### src/rtl/ltxc_pkg.sv
// ltxc_pkg: shared types and constants for the keystream XOR cipher.
// Beat structs, generator constants and lane geometry; no dependencies.

package ltxc_pkg;

  localparam int SECTION_BYTES_DEF = 64;
  localparam int SECTION_COUNT_DEF = 256;

  localparam logic [31:0] LCG_SEED = 32'hDEAD_BEEF;
  localparam logic [17:0] LCG_MUL  = 18'd214013;
  localparam logic [31:0] LCG_ADD  = 32'd2531011;

  localparam int LANES     = 8;
  localparam int LANE_W    = 3;
  localparam int KEY_REACH = 8 * LANES;

  typedef enum logic {
    OP_ENCRYPT = 1'b0,
    OP_DECRYPT = 1'b1
  } op_t;

  typedef struct packed {
    op_t         opcode;
    logic [7:0]  key_select;
    logic        first_unit;
    logic [2:0]  word_index;
    logic [63:0] data_word;
    logic        full_word;
    logic        last_in;
  } in_beat_t;

  typedef struct packed {
    logic [63:0] result_word;
    logic        last_out;
  } out_beat_t;

  typedef logic [7:0]             key_byte_t;
  typedef key_byte_t [LANES-1:0]  key_word_t;

endpackage

### src/rtl/ltxc_fill.sv
// ltxc_fill: generator sequencer that writes the keystream store after reset.
// One byte per cycle; restarts from the seed each store period. Uses ltxc_pkg.

module ltxc_fill import ltxc_pkg::*; #(
  parameter int STORE_BYTES = SECTION_BYTES_DEF * SECTION_COUNT_DEF,
  parameter int EXT_BYTES   = SECTION_BYTES_DEF * SECTION_COUNT_DEF + KEY_REACH
) (
  input  logic                         clk,
  input  logic                         rst_n,
  output logic                         wr_en,
  output logic [$clog2(EXT_BYTES)-1:0] wr_addr,
  output logic [7:0]                   wr_byte,
  output logic                         fill_done
);

  localparam int POS_W = $clog2(EXT_BYTES);
  localparam int PER_W = $clog2(STORE_BYTES);

  typedef enum logic [1:0] {
    FILL_RUN  = 2'b01,
    FILL_DONE = 2'b10
  } fill_state_t;

  fill_state_t      state_r, state_nxt;
  logic [31:0]      gen_r, gen_nxt;
  logic [31:0]      gen_prod;
  logic [31:0]      gen_step;
  logic [POS_W-1:0] pos_r, pos_nxt;
  logic [PER_W-1:0] per_r, per_nxt;
  logic             per_wrap;
  logic             pos_last;

  assign gen_prod = gen_r * 32'(LCG_MUL);
  assign gen_step = gen_prod + LCG_ADD;
  assign per_wrap = (per_r == PER_W'(STORE_BYTES - 1));
  assign pos_last = (pos_r == POS_W'(EXT_BYTES - 1));

  assign wr_addr   = pos_r;
  assign wr_byte   = gen_step[23:16];
  assign fill_done = (state_r == FILL_DONE);

  always_comb begin
    state_nxt = state_r;
    gen_nxt   = gen_r;
    pos_nxt   = pos_r;
    per_nxt   = per_r;
    wr_en     = 1'b0;
    unique case (state_r)
      FILL_RUN: begin
        wr_en   = 1'b1;
        pos_nxt = pos_r + 1'b1;
        per_nxt = per_wrap ? '0 : per_r + 1'b1;
        gen_nxt = per_wrap ? LCG_SEED : gen_step;
        if (pos_last) begin
          state_nxt = FILL_DONE;
        end
      end
      FILL_DONE: begin
        state_nxt = FILL_DONE;
      end
      default: begin
        state_nxt = FILL_RUN;
      end
    endcase
  end

  always_ff @(posedge clk) begin
    if (!rst_n) begin
      state_r <= FILL_RUN;
      gen_r   <= LCG_SEED;
      pos_r   <= '0;
      per_r   <= '0;
    end else begin
      state_r <= state_nxt;
      gen_r   <= gen_nxt;
      pos_r   <= pos_nxt;
      per_r   <= per_nxt;
    end
  end

endmodule

### config.mk
export PLATFORM = sky130hd
export DESIGN_NAME = ltxc_fill
export DESIGN_NICKNAME = d
export VERILOG_FILES = /design/src/rtl/ltxc_pkg.sv /design/src/rtl/ltxc_fill.sv
export SDC_FILE = /design/constraint.sdc
export NUM_CORES = 1
export LEC_CHECK = 0
export BUFFER_PORTS_ARGS = -buffer_cell sky130_fd_sc_hd__buf_2
export CAP_MARGIN = 15
export CORE_MARGIN = 2
export CORE_UTILIZATION = 60
export CTS_CLUSTER_SIZE = 28
export DETAILED_ROUTE_END_ITERATION = 16
export PLACE_DENSITY = 0.81
export REMOVE_ABC_BUFFERS = 1
export SLEW_MARGIN = 20
export SYNTH_ARGS = -nofsm -noshare
export SYNTH_HDL_FRONTEND = slang
export SYNTH_SLANG_ARGS = --single-unit
### constraint.sdc
create_clock -name clk -period 6.9 [get_ports clk]
set_clock_uncertainty 0.1 [all_clocks]
set_input_delay 0.345 -clock clk [delete_from_list [all_inputs] [get_ports clk]]
set_output_delay 0.345 -clock clk [all_outputs]
set_load 0.01 [all_outputs]
Word-level counts from Yosys, hierarchy flattened
Index checks and enable logic that the tools add are counted.
{ "classes": {"mul": 1, "n_addsub": 3, "muxes": 5, "eq_ne": 5} }
{ "ops": {"columns": ["cell", "count"], "rows": [
  ["32-bit by 22-bit adder with 32-bit output, second input constant", 1],
  ["32-bit by 18-bit multiplier with 32-bit output, second input constant", 1],
  ["32-bit 2-to-1 mux", 1],
  ["15-bit by 1-bit adder with 15-bit output, second input constant", 1],
  ["15-bit equality test, second input constant", 1],
  ["14-bit by 1-bit adder with 14-bit output, second input constant", 1],
  ["14-bit equality test, second input constant", 1],
  ["14-bit 2-to-1 mux", 1],
  ["2-bit one-hot mux with 2 select lines", 1],
  ["2-bit by 1-bit equality test with 1-bit output, second input constant", 1],
  ["2-bit equality test, second input constant", 1],
  ["2-bit 2-to-1 mux", 1],
  ["2-bit inequality test, second input constant", 1],
  ["1-bit 2-to-1 mux", 1]
]} }
{ "totals": {"reg_bits": 63, "output_inout_bits": 25} }

Logic depth before layout (Yosys ltp)
{ "logic_depth": {"word_depth": 3, "ltp_mapped": 22, "mapped_depth_nobuf": 22} }

Worst setup path after synthesis
Ideal clock, no wire load.
{ "synth_timing": {"path_kind": "reg2out", "from": "register gen_r[5]", "to": "output wr_byte[6]", "path_stages_with_launch": 19, "t_arrival_ps": 5296, "path_slack_ps": 1159, "required_ps": 6455, "path_cell_list": "dfxtp_1 -> inv_1 -> fa_1 -> fa_1 -> fa_1 -> inv_1 -> fa_1 -> fa_1 -> inv_1 -> fa_1 -> inv_1 -> ha_1 -> a21o_1 -> a21o_1 -> a221o_1 -> a41o_1 -> a21oi_1 -> mux2i_1 -> nand2_1"} }
{ "synth_via": {"elab_chain_cells": 2} }
{ "synth_lines": {"columns": ["item", "line", "rtl"], "rows": [
  ["start, declared", "ltxc_fill.sv:25", "logic [31:0] gen_r, gen_nxt;"],
  ["start signal, assigned", "ltxc_fill.sv:75", "gen_r <= gen_nxt;"],
  ["32-bit by 18-bit multiplier with 32-bit output", "ltxc_fill.sv:33", "assign gen_prod = gen_r * 32'(LCG_MUL);"],
  ["32-bit by 22-bit adder with 32-bit output", "ltxc_fill.sv:34", "assign gen_step = gen_prod + LCG_ADD;"],
  ["end, declared", "ltxc_fill.sv:12", "output logic [7:0] wr_byte,"]
]} }
Every way passes these cells.

Final worst setup path
{ "layout_timing": {"from": "register gen_r[5]", "to": "output wr_byte[7]"} }
Same word-level chain as after synthesis.

==> impl_metrics.py <==
metrics = {
    "run_status": {
        "outcome": "finished, final reports clean",
    },
    "critical_path": {
        "crit_type": "reg -> out",
        "crit_family": "adder cells",
        "crit_arrival_ns": 6.18,
        "slowest_delay_ns": 0.61,
        "slowest_stage": "dfxtp_1",
        "worstSetupStartpointType": "register",
        "crit_chain": "inv_1 > fa_1 > fa_1 > fa_1 > inv_1 > fa_1 > fa_1 > inv_1 > fa_1 > inv_1 > ha_1 > a21o_1 > a21o_1 > a221o_1 > a21o_1 > a21oi_2 > a21oi_1 > xnor2_1 > buf_2",
        "cp_common_cell": "fa_1",
        "crit_path_max_fanout": 9,
        "cp.required_ns": 6.45,
        "cp.buffers_inverters": 5,
        "setup.worst_path.end_class": "output pin",
        "r2r_end": "gen_r[20]$_SDFFE_PN0P_",
        "r2r-start": "gen_r[5]$_SDFFE_PN1P_",
        "rr_worst_depth": 18,
        "rrSetupSlack_ns": 0.87,
    },
    "timing": {
        "hold_ws_ns": 0.368,
        "slew_headroom_pct": 45.8,
        "tightestPinTransition_ns": 0.811,
        "hold_viol": 0,
        "setup_slack_ns": 0.278,
        "finalCritPeriodShare_pct": 96.0,
        "rsz0062_at_grt": "false",
        "period_needed_ns": 6.62,
        "fmax_mhz": 151,
        "setup_viol": 0,
        "fin_tns_setup_ns": 0,
        "maxSlewViolCount": 0,
    },
    "drt": {
        "drtIter0Drc": 250,
        "wirelength_um": 15700,
        "viasPerCell": 5.43,
        "vias": 5216,
        "first_pass_iters": 5,
        "post-route-drc-count": 0,
        "ant_nets": 0,
        "wl_per_cell_um": 16.4,
    },
    "place": {
        "gp_congestion": 0.917,
        "dp_hpwl_um": 13200,
        "place_ws_ns": 0.645,
        "io_buffers": 26,
        "placed_area_mm2": 0.00770,
    },
    "synthesis": {
        "synth.largest_area_cell": "fa_1",
        "synth.distinct_cells": 48,
        "synth-seq-cells": 55,
        "synthSimpleGateAreaFrac_pct": 8.87,
        "netlist_area_mm2": 0.00740,
        "async_flop_share_pct": 0,
        "yosys_most_used_dff": "dfxtp_1",
        "synth_top_area_share_pct": 30.3,
        "synthTopCellsByArea": "fa_1 (30%), ha_1 (18%), dfxtp_1 (15%)",
        "synth_edf_count": 0,
        "post_synth.cell_area_avg_um2": 9.41,
        "synth.most_common_cell": "inv_1",
        "syn_inst": 787,
        "synthMuxAreaShare_pct": 0.406,
        "synth_compound_area_share_pct": 7.76,
        "ys_seq_area_share_pct": 14.9,
        "synth_xor_area_share_pct": 8.03,
        "synth_top_family_by_area": "adder cells",
        "yosys-top-cells-count": "inv_1 (220), fa_1 (112), ha_1 (107)",
        "yosysWarnings": 0,
        "synth-adder-area-share_pct": 48.4,
    },
    "clock_network": {
        "ctsResizeCount": 0,
        "cts_setup_buffers": 0,
        "clkLatencyLatePin_ns": 0.30,
        "cts_tree": "built",
        "postCtsHoldBufs": 0,
        "clock-root-buffer": "clkbuf_16",
        "clockBufferDepth": 2,
        "clock_sinks": 55,
        "htreeDepth": 2,
        "cts_buffers": 5,
        "clkTransAtPathRegs_ns": 0.08,
    },
    "worst_hold_path": {
        "min_path_type": "in -> reg",
        "worstHoldStart": "rst_n",
        "hold_depth": 2,
        "worstHoldEndpoint": "gen_r[11]$_SDFFE_PN1P_",
    },
    "die": {
        "ios": 27,
        "start_util_pct": 61.6,
        "core_mm2": 0.0120,
        "rows": 40,
        "dieWidth_um": 115,
        "die_height_um": 115,
        "dieArea_mm2": 0.0132,
    },
    "finish": {
        "fillerInstances": 953,
        "fin_nets": 1033,
        "multi_input_area_mm2": 0.00544,
        "final_area_mm2": 0.00785,
        "synthToLayoutAreaGrowth_pct": 6.07,
        "drive_gt1_share_pct": 5.29,
        "diodes": 0,
        "seq_area_mm2": 0.00110,
    },
    "global_route": {
        "globalRouteOverflowTotal": 0,
        "track_usage_pct": 26.5,
        "grt_pass1_wl_um": 27000,
        "grt_max_degree": 37,
        "antenna_found_initial": 0,
        "grt_pass1_vias": 5665,
    },
    "job": {
        "max-cap-violations": 0,
    },
}
[cells in the final DEF (no fill, tap or decap), types with 10 or more instances in the layout]
master,Yosys,routed
nand2_1,31,31
ha_1,107,107
dfxtp_1,55,55
buf_2,0,26
o21ai_0,17,17
nand3_1,15,15
xnor2_1,39,39
nor2_1,21,21
inv_1,220,220
and2_1,19,19
and3_1,10,10
xor2_1,27,27
a21oi_1,13,13
a21o_1,13,13
fa_1,112,112
[layer usage]
| layer | wire length (um) | track usage [%] | share of wire (%) | vias to the layer above |
|---|---|---|---|---|
| li1 | - | - | - | 2480 |
| met1 | 6720 | 34.3 | 43 | 2560 |
| met2 | 7790 | 46.2 | 49 | 139 |
| met3 | 773 | 3.22 | 4.9 | 37 |
| met4 | 469 | 8.92 | 3.0 | 0 |
| met5 | 0 | 0 | 0 | - |
[worst max-delay path by stage]
stage,cells past startpoint,start,end
floorplan,18,gen_r[5]$_SDFFE_PN1P_,wr_byte[6]
global placement,19,gen_r[5]$_SDFFE_PN1P_,wr_byte[6]
detailed placement,19,gen_r[5]$_SDFFE_PN1P_,wr_byte[6]
CTS,19,gen_r[5]$_SDFFE_PN1P_,wr_byte[6]
global route,19,gen_r[5]$_SDFFE_PN1P_,wr_byte[7]
finish,19,gen_r[5]$_SDFFE_PN1P_,wr_byte[7]
[registers in the layout, summed over array words and instances (netlist names)]
signal,flops
gen_r,24
per_r,14
state_r,2
wr_addr,15
[kinds of logic (layout without fill, tap and decap cells)]
kind of cell	after synthesis	count (layout)
AOI/OAI and AO/OA	85	85
xor gates and xnor gates	67	67
adders and majority gates	219	219
buffers and inverters	231	257
DFF	55	55
muxes	3	3
and+or+nand+nor	127	127
[per-stage QoR]
stage,std cells,util [%]
finish,960,65.4
global route,960,65.4
CTS,960,65.4
detailed placement,952,64.1
global placement,952,64.1
floorplan,776,-
[layout make-up]
class,count,area share [%]
Inverter,220,10.5
Clock inverter,3,0.366
Sequential cell,55,14.0
Timing Repair Buffer,29,1.94
Tap cell,147,2.34
Clock buffer,5,1.59
Multi-Input combinational cell,501,69.2
Power is left out: the tool's default activity adds up to more than one toggle a clock period on the data nets, which glitch-free logic cannot reach.
